File: src/hw/rtl/dfsq_pkg.sv
package dfsq_pkg;

  localparam int DEPTH = 16;
  localparam int PTR_W = $clog2(DEPTH);
  localparam int CNT_W = $clog2(DEPTH + 1);

  localparam logic [7:0] EMPTY_MARK = 8'd45;  // '-'

  typedef enum logic {
    ACT_ENQ = 1'b0,
    ACT_DEQ = 1'b1
  } dfsq_action_t;

  typedef enum logic {
    Q_A = 1'b0,
    Q_B = 1'b1
  } dfsq_queue_t;

  // per-queue control from the arbiter
  typedef struct packed {
    logic push;
    logic pop;
  } dfsq_ctl_t;

endpackage

File: src/hw/rtl/dual_fifo_shortest_queue_balancer.sv
// Two byte FIFOs (A and B, DEPTH entries each) behind one input channel.
// Input item: action (0 enqueue, 1 dequeue) and data_in. An enqueue goes to
// the shorter queue, ties to A; if that queue is full the byte is dropped and
// dropped is set. A dequeue reads the longer queue, ties to B; if only one
// queue holds data it is read; if both are empty data_out is '-' and
// data_valid is low. Every input item gives exactly one result item, which
// carries both counts after the item.
// out_valid rises in the cycle after acceptance. Throughput: one item per
// cycle while results are taken, set by the single result register; queue
// selection, FIFO update and head read all happen in the accepting cycle.
// in_ready is high while the result register is empty or being taken, so a
// stalled receiver holds the result and stops input until it is taken.
// Reset (rst, synchronous) empties both queues and clears out_valid; the
// FIFO storage itself is not cleared.
module dual_fifo_shortest_queue_balancer
  import dfsq_pkg::*;
(
  input  logic             clk,
  input  logic             rst,
  input  logic             in_valid,
  output logic             in_ready,
  input  logic             action,
  input  logic [7:0]       data_in,
  output logic             out_valid,
  input  logic             out_ready,
  output logic [7:0]       data_out,
  output logic             data_valid,
  output logic             served_queue,
  output logic             dropped,
  output logic [CNT_W-1:0] count_a,
  output logic [CNT_W-1:0] count_b
);

  dfsq_ctl_t        ctl_a, ctl_b;
  logic [7:0]       head_a, head_b;
  logic [CNT_W-1:0] fill_a, fill_b;
  logic [CNT_W-1:0] fill_a_next, fill_b_next;

  logic             accept;
  logic [7:0]       dout_next;
  logic             valid_next;
  logic             which_next;
  logic             drop_next;
  logic             full_pick;

  assign in_ready = !out_valid || out_ready;
  assign accept   = in_valid && in_ready;

  dfsq_fifo u_fifo_a (
    .clk        (clk),
    .rst        (rst),
    .ctl        (ctl_a),
    .din        (data_in),
    .head       (head_a),
    .count      (fill_a),
    .count_next (fill_a_next)
  );

  dfsq_fifo u_fifo_b (
    .clk        (clk),
    .rst        (rst),
    .ctl        (ctl_b),
    .din        (data_in),
    .head       (head_b),
    .count      (fill_b),
    .count_next (fill_b_next)
  );

  always_comb begin
    ctl_a      = '0;
    ctl_b      = '0;
    dout_next  = EMPTY_MARK;
    valid_next = 1'b0;
    which_next = Q_A;
    drop_next  = 1'b0;
    full_pick  = 1'b0;
    unique case (dfsq_action_t'(action))
      ACT_ENQ: begin
        which_next = (fill_a <= fill_b) ? Q_A : Q_B;
        full_pick  = (which_next == Q_A) ? (fill_a == CNT_W'(DEPTH))
                                         : (fill_b == CNT_W'(DEPTH));
        drop_next  = full_pick;
        ctl_a.push = accept && !full_pick && (which_next == Q_A);
        ctl_b.push = accept && !full_pick && (which_next == Q_B);
      end
      ACT_DEQ: begin
        priority if (fill_a != '0 && fill_b != '0) begin
          which_next = (fill_a <= fill_b) ? Q_B : Q_A;
          valid_next = 1'b1;
        end else if (fill_a != '0) begin
          which_next = Q_A;
          valid_next = 1'b1;
        end else if (fill_b != '0) begin
          which_next = Q_B;
          valid_next = 1'b1;
        end else begin
          which_next = Q_A;
        end
        if (valid_next) begin
          dout_next = (which_next == Q_A) ? head_a : head_b;
        end
        ctl_a.pop = accept && valid_next && (which_next == Q_A);
        ctl_b.pop = accept && valid_next && (which_next == Q_B);
      end
      default: ;
    endcase
  end

  always_ff @(posedge clk) begin
    if (rst) begin
      out_valid <= 1'b0;
    end else if (accept) begin
      out_valid <= 1'b1;
    end else if (out_ready) begin
      out_valid <= 1'b0;
    end
  end

  always_ff @(posedge clk) begin
    if (accept) begin
      data_out     <= dout_next;
      data_valid   <= valid_next;
      served_queue <= which_next;
      dropped      <= drop_next;
      count_a      <= fill_a_next;
      count_b      <= fill_b_next;
    end
  end

endmodule

File: src/hw/rtl/dfsq_fifo.sv
module dfsq_fifo
  import dfsq_pkg::*;
(
  input  logic             clk,
  input  logic             rst,
  input  dfsq_ctl_t        ctl,
  input  logic [7:0]       din,
  output logic [7:0]       head,
  output logic [CNT_W-1:0] count,
  output logic [CNT_W-1:0] count_next
);

  logic [7:0]       mem [DEPTH];
  logic [PTR_W-1:0] wr_ptr;
  logic [PTR_W-1:0] rd_ptr;
  logic [PTR_W-1:0] rd_ptr_next;

  function automatic logic [PTR_W-1:0] ptr_inc(input logic [PTR_W-1:0] p);
    if (p == PTR_W'(DEPTH - 1)) begin
      return '0;
    end
    return p + PTR_W'(1);
  endfunction

  assign rd_ptr_next = ctl.pop ? ptr_inc(rd_ptr) : rd_ptr;

  // arbiter never pushes a full queue or pops an empty one, and never both at once
  always_comb begin
    count_next = count;
    if (ctl.push) begin
      count_next = count + CNT_W'(1);
    end else if (ctl.pop) begin
      count_next = count - CNT_W'(1);
    end
  end

  // head register tracks the entry at the next read pointer; a push into an
  // empty queue lands at that slot, so it is forwarded straight to head
  always_ff @(posedge clk) begin
    if (ctl.push) begin
      mem[wr_ptr] <= din;
    end
    if (ctl.push && wr_ptr == rd_ptr_next) begin
      head <= din;
    end else begin
      head <= mem[rd_ptr_next];
    end
  end

  always_ff @(posedge clk) begin
    if (rst) begin
      wr_ptr <= '0;
      rd_ptr <= '0;
      count  <= '0;
    end else begin
      count <= count_next;
      if (ctl.push) begin
        wr_ptr <= ptr_inc(wr_ptr);
      end
      if (ctl.pop) begin
        rd_ptr <= ptr_inc(rd_ptr);
      end
    end
  end

endmodule

File: config.mk
export PLATFORM = sky130hd
export DESIGN_NAME = dual_fifo_shortest_queue_balancer
export DESIGN_NICKNAME = d
export VERILOG_FILES = /design/src/hw/rtl/dfsq_pkg.sv /design/src/hw/rtl/dual_fifo_shortest_queue_balancer.sv /design/src/hw/rtl/dfsq_fifo.sv
export SDC_FILE = /design/constraint.sdc
export NUM_CORES = 1
export LEC_CHECK = 0
export BUFFER_PORTS_ARGS = -buffer_cell sky130_fd_sc_hd__buf_4
export CAP_MARGIN = 10
export CELL_PAD_IN_SITES_DETAIL_PLACEMENT = 1
export CELL_PAD_IN_SITES_GLOBAL_PLACEMENT = 1
export CORE_MARGIN = 1
export CORE_UTILIZATION = 54
export CTS_CLUSTER_DIAMETER = 50
export CTS_CLUSTER_SIZE = 28
export DETAILED_ROUTE_END_ITERATION = 16
export GPL_TIMING_DRIVEN = 0
export PLACE_DENSITY = 0.87
export SLEW_MARGIN = 15
export SYNTH_ARGS = -nofsm -noshare
export SYNTH_HDL_FRONTEND = slang
export SYNTH_SLANG_ARGS = --single-unit
export TNS_END_PERCENT = 30
File: constraint.sdc
create_clock -name clk -period 3.3 [get_ports clk]
set_input_delay 0.66 -clock clk [delete_from_list [all_inputs] [get_ports clk]]
set_output_delay 0.66 -clock clk [all_outputs]
set_load 0.1 [all_outputs]
Word-level counts from Yosys, hierarchy flattened
Memory sizes are Yosys's and may differ from the RTL's. A register that Yosys moved wholly into a read port is not among the register bits.
Index checks and enable logic that the tools add are counted.
{"block": "word_totals", "ff_bits": 48, "ramBits": 256, "inputBits": 13, "output_inout_bits": 23, "elab_cells": 97, "memories": 2}
{"name": "u_fifo_a.mem", "depth": 16, "word_bits": 8, "read_ports": 1, "rd_ports_with_merged_regs": 1, "wr": 1, "line_no": "dfsq_fifo.sv:13", "rtl": "logic [7:0] mem [DEPTH];"}
{"name": "u_fifo_b.mem", "depth": 16, "word_bits": 8, "read_ports": 1, "rd_ports_with_merged_regs": 1, "wr": 1, "line_no": "dfsq_fifo.sv:13"}
{"block": "classes", "add_sub_neg": 8, "n_lt_le_gt_ge": 1, "n_eq_ne": 6, "muxes": 50, "n_bitwise": 2, "n_reduce_logical": 15}
{"op": "4-bit 2-to-1 mux", "n": 12}
{"op": "1-bit 2-to-1 mux", "n": 32}
{"op": "5-bit 2-to-1 mux", "n": 4}
{"op": "4-bit by 1-bit adder with 4-bit output, second input constant", "n": 4}
{"op": "4-bit equality test, second input constant", "n": 4}
{"op": "5-bit by 1-bit adder with 5-bit output, second input constant", "n": 2}
{"op": "5-bit equality test, second input constant", "n": 2}
{"op": "5-bit nonzero test", "n": 2}
{"op": "5-bit by 1-bit subtractor with 5-bit output, second input constant", "n": 2}
{"op": "1-bit logical AND", "n": 8}
{"op": "8-bit 2-to-1 mux", "n": 1}
{"op": "5-bit less-or-equal comparator", "n": 1}
{"op": "1-bit zero test", "n": 2}
{"op": "1-bit inverter", "n": 2}
{"op": "1-bit one-hot mux with 2 select lines", "n": 1}
{"op": "2-bit AND reduction", "n": 1}
{"op": "2-bit nonzero test", "n": 1}
{"op": "1-bit logical OR", "n": 1}

Longest topological paths before layout
Gate-level depths: netlist of run 1.
{"block": "depth", "ltp_word": 11, "depth_mapped": 8, "mapped_depth_nobuf": 7}

Cells and area by module
A second synthesis of run 1 with hierarchy kept.
{"block": "unflattened", "cells_unflattened": 692, "area_unflattened_um2": 12453.2}
{"module": "dfsq_fifo", "instances": 2, "cells_each": 301, "area_each_um2": 5675.4, "seq_area_each_um2": 4184.0}
{"module": "dual_fifo_shortest_queue_balancer", "instances": 1, "cells_each": 90, "area_each_um2": 1102.3, "seq_area_each_um2": 650.6}

Worst setup path before layout of run 1
OpenSTA, ideal clock, no wires.
{"block": "synth_path", "path_kind": "register to register", "from": "register out_valid", "to": "memory u_fifo_a.mem[10][0], enable pin", "setup_ns": 0.332, "arrival_time_ns": 2.977, "required_time_ns": 2.968, "setup_slack_ns": -0.009, "path_stages_with_launch": 8, "n_path_buf": 2, "period_less_slack_ns": 3.309, "cell_sequence": "dfxtp_1 > nor2b_1 > inv_1 > nand3_1 > a211oi_1 > buf_2 > clkbuf_1 > and3_1"}
{"block": "synth_via", "elab_chain_cells": 8}
{"element": "start, declared", "line_no": "dual_fifo_shortest_queue_balancer.sv:24", "rtl": "output logic out_valid,"}
{"element": "start signal, assigned", "line_no": "dual_fifo_shortest_queue_balancer.sv:111", "rtl": "out_valid <= 1'b0;"}
{"element": "start signal, assigned", "line_no": "dual_fifo_shortest_queue_balancer.sv:113", "rtl": "out_valid <= 1'b1;"}
{"element": "start signal, assigned", "line_no": "dual_fifo_shortest_queue_balancer.sv:115", "rtl": "out_valid <= 1'b0;"}
{"element": "1-bit zero test", "line_no": "dual_fifo_shortest_queue_balancer.sv:46", "rtl": "assign in_ready = !out_valid || out_ready;"}
{"element": "1-bit logical OR", "line_no": "dual_fifo_shortest_queue_balancer.sv:46"}
{"element": "net in_ready", "line_no": "dual_fifo_shortest_queue_balancer.sv:21", "rtl": "output logic in_ready,"}
{"element": "1-bit logical AND", "line_no": "dual_fifo_shortest_queue_balancer.sv:47", "rtl": "assign accept = in_valid && in_ready;"}
{"element": "1-bit logical AND (2 in a row)", "line_no": "dual_fifo_shortest_queue_balancer.sv:83", "rtl": "ctl_a.push = accept && !full_pick && (which_next == Q_A);"}
{"element": "1-bit 2-to-1 mux", "line_no": "dual_fifo_shortest_queue_balancer.sv:77", "rtl": "unique case (dfsq_action_t'(action))"}
{"element": "1-bit 2-to-1 mux", "line_no": "dfsq_fifo.sv:40", "rtl": "if (ctl.push) begin"}
{"element": "1-bit 2-to-1 mux (implied by the code)", "line_no": "dfsq_fifo.sv:41", "rtl": "mem[wr_ptr] <= din;"}
{"element": "end, declared", "line_no": "dfsq_fifo.sv:13"}
The timed path passes the listed nets, and every way through them passes these cells.

Worst setup path after layout of run 1
{"block": "layout_path", "from": "register u_fifo_b.count[2]", "to": "memory u_fifo_a.mem[13][1], enable pin"}
{"block": "layout_via", "elab_chain_cells": 8, "word_cells_on_any_way": 9, "classes_between": "1 x order compare; 1 x eq/ne; 4 x mux; 3 x reduce/logical"}
{"element": "start, declared", "line_no": "dfsq_fifo.sv:9", "rtl": "output logic [CNT_W-1:0] count,"}
{"element": "start signal, assigned", "line_no": "dfsq_fifo.sv:56", "rtl": "count <= count_next;"}
{"element": "5-bit less-or-equal comparator / 5-bit equality test (equally long branches)", "line_no": "dual_fifo_shortest_queue_balancer.sv:79, dual_fifo_shortest_queue_balancer.sv:81"}
{"element": "1-bit 2-to-1 mux", "line_no": "dual_fifo_shortest_queue_balancer.sv:80", "rtl": "full_pick = (which_next == Q_A) ? (fill_a == CNT_W'(DEPTH))"}
{"element": "1-bit zero test", "line_no": "dual_fifo_shortest_queue_balancer.sv:83"}
{"element": "1-bit logical AND", "line_no": "dual_fifo_shortest_queue_balancer.sv:83"}
{"element": "1-bit logical AND *", "line_no": "dual_fifo_shortest_queue_balancer.sv:83"}
{"element": "1-bit 2-to-1 mux *", "line_no": "dual_fifo_shortest_queue_balancer.sv:77"}
{"element": "1-bit 2-to-1 mux *", "line_no": "dfsq_fifo.sv:40"}
{"element": "1-bit 2-to-1 mux (implied by the code) *", "line_no": "dfsq_fifo.sv:41"}
Mark *: on every way between the ends. The rest lies on a longest branch, timed or not.

==> metrics, run 1 <==
status complete, but fails checks; failing checks negative setup slack; Top delay family on crit path compound AO/OA/AOI/OAI gates; Final Critical Period around 3.5 ns; post-synthesis sequential area ratio 0.708; FF/Latch Area 9020 sq um; synthesized cell area about 13000 sq um; HP Class input pin to register; final core occ 0.646; Reg2Reg Launch Point u_fifo_b.count[2]; worst-skew pair later-pin latency 0.56 ns; Post-synth EDFFs 277; worst setup path class register to register; #FFs+latches synth 312; Synth area leaders edfxtp_1, mux4_2, dfxtp_1; htree depth 1; Worst setup EP type register; drt drc 0; setup violators final 85; Post-Syn Area per Cell 18.0 sq um; Die Ht about 160 um; final worst setup slack -0.172 ns; Gate Count Post-Synth 709; Worst slew margin 0.335; clock tree sinks approximately 310; Initial Utilization 0.556; Net count, final slightly above 800; kind of start point of the critical path register; initial drt markers between 700 and 800; hold_sp action; Synth top area share 0.653; largest net degree at the start of global routing 33; max-slew violations 0; sw frac 0.338; vias per cell about 6.5; initial antenna violation count 0; cell taking the most area after synthesis edfxtp_1; slowest stage delay, CP ~0.51 ns; Sequential Power Share 0.430; gr usage total 0.284; Total Routed Length around 33000 um; clock-pin transition on the worst setup and hold timing paths about 0.070 ns; total die area around 24000 sq um; combinational fraction of design power 0.243; Critical-path top delay cell dfxtp_1; PwrDens 731 nW/um^2; die width between 150 and 200 um; Critical Path AT around 3.7 ns; global placer's final weighted congestion 0.862; drt pass-1 iters 5; ys async rst share 0; diode count 0; crit share post-route 1.05; vias in the first global route 7886; Net Sw Power 3.66 mW; skew final 0.0156 ns; count of final hold-check violations 0; CTS tree yes; Final TNS setup -11.88 ns; number of max-cap violations 0; final hold slack 0.415 ns; post-detail-place hpwl ~21000 um; Post-Place Worst Slack -0.385 ns; PortBufs 34; FP Rows 55; CTS Buf Count 29; Critical Path Fanout Max 10; Std-Cell Core Area between 20000 and 25000 sq um; share of cells above drive strength 1 0.300; worst path cell trace inv_1, ha_1, a21oi_1, o221ai_4, a211oi_4, buf_2, clkbuf_1, and3_2; CP required about 3.5 ns; CP startpoint u_fifo_b.count[2]; fillers 1945; Slew @ Worst Pin between 0.9 and 1 ns; Non-Filler Instances 1122; count of cell types in the netlist 56; Buf/Inv on CP 3; IO Count 36; ANT nets after route 0; area of the multi-input gates between 3000 and 4000 sq um; RSZ-0062 raised after global routing true; Root Driver clkbuf_16; Synth Flop Type edfxtp_1; internal power just over 7 mW; GRT overflow 0; clock power share 0.327; Bufs on Longest Clock Path 3; DR WL/cell between 20 and 30 um; Max Freq approximately 290 MHz; first-pass GRT wire length slightly below 50000 um; vias approximately 7300; Syn. warnings 0; leakage power ~4.8 nW; Mapped Nets roughly 740; DP Cell Count around 1100; P&R area growth vs syn 16.1%; CTS Hold Buffers Added 0; peak supply drop between 0.0005 and 0.0006 V
## cell families after synthesis
logic type,count (synthesis),share of synthesized area
AOI/OAI and AO/OA,78,0.0464
xor gates and xnor gates,7,0.00481
adders and majority gates,19,0.0187
buffers and inverters,55,0.0179
DFF,312,0.708
muxes,92,0.144
and+or+nand+nor,146,0.0604
## Yosys cell counts (4+ instances only)
library cell  instances
a21oi_1              25
nor2b_1              11
nor3_1               11
a22o_1                6
nand2b_1              4
inv_1                18
nand3_1              15
o21ai_0               5
mux2_2                9
and3_1               19
buf_1                 8
nand4_1               5
nor2_1               38
a31oi_1               5
nand2_1              22
xnor2_1               5
mux4_2               72
clkbuf_1             17
mux2i_1              10
and2_1                9
edfxtp_1            277
dfxtp_1              35
ha_1                 19
buf_2                11
a2bb2oi_1             4
a211oi_1              8
## cell type report
type | count | share of cell area
Buffer | 36 | 0.0106
Inverter | 18 | 0.00482
Clock buffer | 29 | 0.0490
Clock inverter | 24 | 0.0189
Multi-Input combinational cell | 342 | 0.250
Tap cell | 313 | 0.0265
Timing Repair Buffer | 48 | 0.0305
Sequential cell | 312 | 0.609
## worst reg2reg max path, stage by stage (launching register included)
cell      delay (ns)
dfxtp_1         0.51
inv_1           0.19
ha_1            0.35
a21oi_1         0.39
o221ai_4        0.27
a211oi_4        0.40
buf_2           0.30
clkbuf_1        0.31
and3_2          0.42
## final timing paths
check | cells after the start | to | slack (ns)
max | 8 | u_fifo_a.mem[13][1] | -0.17
min | 2 | dropped | 0.41
max reg2reg | 8 | u_fifo_a.mem[13][1] | -0.17
min reg2reg | 2 | u_fifo_b.wr_ptr[1] | 0.54
## state kept, by name, indices dropped and copies added (netlist names), 5 cells and up, named ones only
register        flops
count_a             5
u_fifo_a.mem      128
count_b             5
data_out            8
u_fifo_b.count      5
u_fifo_b.mem      128
u_fifo_a.count      5
## per-stage QoR
step                      total power, mW  instance area [sq um]
final                                10.8                  14800
after detailed placement             7.12                  13400
after floorplan                      6.45                  12700
after CTS                            10.7                  14700
after global routing                 11.1                  14800
after global placement               6.96                  13400
## power by group through the flow
stage / sequential (mW) / clock [mW] / combinational [mW]
6_report: 4.66 / 3.54 / 2.62
5_1_grt: 4.67 / 3.69 / 2.73
4_1_cts: 4.65 / 3.53 / 2.50
3_5_place_dp: 4.73 / 0 / 2.39
3_3_place_gp: 4.71 / 0 / 2.24
2_1_floorplan: 5.24 / 0 / 1.21
## routing by layer
metal	GRT usage	wire length (um)
met5	0	0
met3	0.0433	1960
met1	0.334	12300
met4	0.119	1340
met2	0.518	17900
## cells in the final DEF, fill, tap and decap left out, drive strengths merged, types with 15 or more instances in the layout
| cell | n |
|---|---|
| nand2 | 22 |
| and3 | 19 |
| edfxtp | 277 |
| nor2 | 38 |
| mux4 | 72 |
| buf | 68 |
| inv | 34 |
| a21oi | 25 |
| clkbuf | 45 |
| ha | 19 |
| nand3 | 15 |
| dfxtp | 35 |
## what timing repair did
action / in CTS / in global routing
resized for setup: 35 / 16
setup buffers: 8 / 4
setup endpoints to repair: 224 / 241
gates cloned: 0 / 0
pin swaps: 6 / 3
(Power assumes the default switching activity.)
==> run 2, diff against run 1 <==
--- a/config.mk
+++ b/config.mk
@@ -16,7 +16,8 @@
 export DETAILED_ROUTE_END_ITERATION = 16
 export GPL_TIMING_DRIVEN = 0
 export PLACE_DENSITY = 0.87
-export SLEW_MARGIN = 15
+export REMOVE_ABC_BUFFERS = 1
+export SLEW_MARGIN = 20
 export SYNTH_ARGS = -nofsm -noshare
 export SYNTH_HDL_FRONTEND = slang
 export SYNTH_SLANG_ARGS = --single-unit
==> metrics, run 2 (synthesized netlist as in run 1, its figures left out) <==
clock-pin transition on the worst setup and hold timing paths approximately 0.080 ns; CTS Hold Buffers Added 0; DP Cell Count a little over 1000; drt drc 0; initial antenna violation count 0; P&R area growth vs syn 13.4%; Non-Filler Instances about 1100; Largest regs u_fifo_a.mem (128), u_fifo_b.mem (128), data_out (8); die width ~160 um; total die area approximately 24000 sq um; CP startpoint u_fifo_b.count[4]; CTS Buf Count 27; Critical Path Fanout Max 12; post-detail-place hpwl roughly 19000 um; peak supply drop about 0.00064 V; PortBufs 35; Hold Crit Depth 2; setup violators final 0; crit share post-route 0.987; vias ~7000; final hold slack between 0.4 and 0.5 ns; post-route cell area roughly 14000 sq um; skew final between 0.02 and 0.03 ns; Reg2Reg Launch Point u_fifo_b.count[4]; vias per cell 6.53; RSZ-0062 raised after global routing true; HP Class input pin to register; R2R Path End u_fifo_a.mem[1][7]; Std-Cell Core Area 22900 sq um; Setup crit end u_fifo_a.mem[1][7]; CP required 3.47 ns; final worst setup slack 0.0435 ns; most frequent cells in the layout edfxtp_1, mux4_2, buf_4; Worst setup EP type register; dpl cell area approximately 13000 sq um; drt pass-1 iters 5; leakage power 4.63 nW; Reg2Reg Setup Slack 0.04 ns; worst setup path class register to register; PwrDens about 730 nW/um^2; final core occ 0.631; FP Rows between 50 and 60; Initial Utilization 0.556; initial drt markers approximately 550; Slew @ Worst Pin 0.846 ns; first-pass GRT wire length approximately 46000 um; Critical Path AT about 3.4 ns; Bufs on Longest Clock Path 3; Root Driver clkbuf_16; IO Count 36; clock tree sinks 312; gr usage total 0.262; Total Routed Length approximately 31000 um; CTS tree yes; DR WL/cell between 20 and 30 um; commonest non-fill, non-tap cell in the layout edfxtp_1; Reg2Reg Depth 7; kind of start point of the critical path register; ANT nets after route 0; largest net degree at the start of global routing 33; Post-Place Worst Slack -0.606 ns; Max Freq 307 MHz; Final Critical Period ~3.3 ns; global placer's final weighted congestion 0.830; status complete, no violations; Worst slew margin 0.435; max-slew violations 0; GRT overflow 0; htree depth 1; number of max-cap violations 0; vias in the first global route ~7400; fillers about 2000; share of cells above drive strength 1 0.282; count of final hold-check violations 0; worst-skew pair later-pin latency between 0.5 and 0.6 ns; diode count 0; Die Ht 156 um; Net count, final 777
[run 2: cell types whose count changed in the layout (fill, tap and decap cells not counted), sizes merged]
cell      change
clkinvlp      +1
buf          -25
clkbuf       -18
bufinv        +1
inv           -5
clkinv        +1
a211oi        +1
[run 2: final cells by class]
type	instances	area, sq um	share of cell area
Timing Repair Buffer	43	355	0.0246
Clock inverter	22	274	0.0190
Inverter	18	67.6	0.00468
Sequential cell	312	9030	0.625
Tap cell	313	392	0.0271
Multi-Input combinational cell	343	3650	0.253
Clock buffer	27	676	0.0468
[run 2: worst min path at each step]
stage,startpoint,end
4_1_cts,in_valid,out_valid
2_1_floorplan,u_fifo_b.rd_ptr[3],register
3_5_place_dp,u_fifo_b.wr_ptr[1],u_fifo_b.wr_ptr[1]
6_report,action,dropped
3_3_place_gp,u_fifo_b.wr_ptr[0],u_fifo_b.wr_ptr[0]
5_1_grt,action,dropped
[run 2: what timing repair did]
item,CTS,global route
endpoints found under the setup margin,226,238
setup buffers,0,5
pin swaps,1,3
gates cloned,1,0
resized for setup,11,19
[run 2: worst max-delay path, stage by stage, from the launching register on]
cell,delay [ns]
dfxtp_1,0.45
inv_1,0.13
ha_1,0.34
a21oi_1,0.31
o221ai_4,0.24
buf_4,0.22
a211oi_4,0.55
and3_1,0.61
[run 2: per-layer routing]
layer | track usage | wire (um) | up-vias
met2 | 0.456 | 15900 | 353
met3 | 0.0311 | 2180 | 63
met1 | 0.357 | 12100 | 3689
met4 | 0.0644 | 693 | 0
met5 | 0 | 0 | -
li1 | - | - | 2935
[run 2: where the power goes]
group          switching [mW]  internal (mW)  total (mW)
sequential              0.225           4.53        4.75
combinational            1.63          0.838        2.47
clock                    1.62           1.76        3.37
total                    3.47           7.12        10.6
[run 2: through the flow]
step	power, mW	TNS (ns)
after floorplan	6.39	-51.36
after global placement	6.90	-104.98
after detailed placement	7.07	-51.52
after CTS	10.5	-7.35
after global routing	10.9	-0.350
final	10.6	0
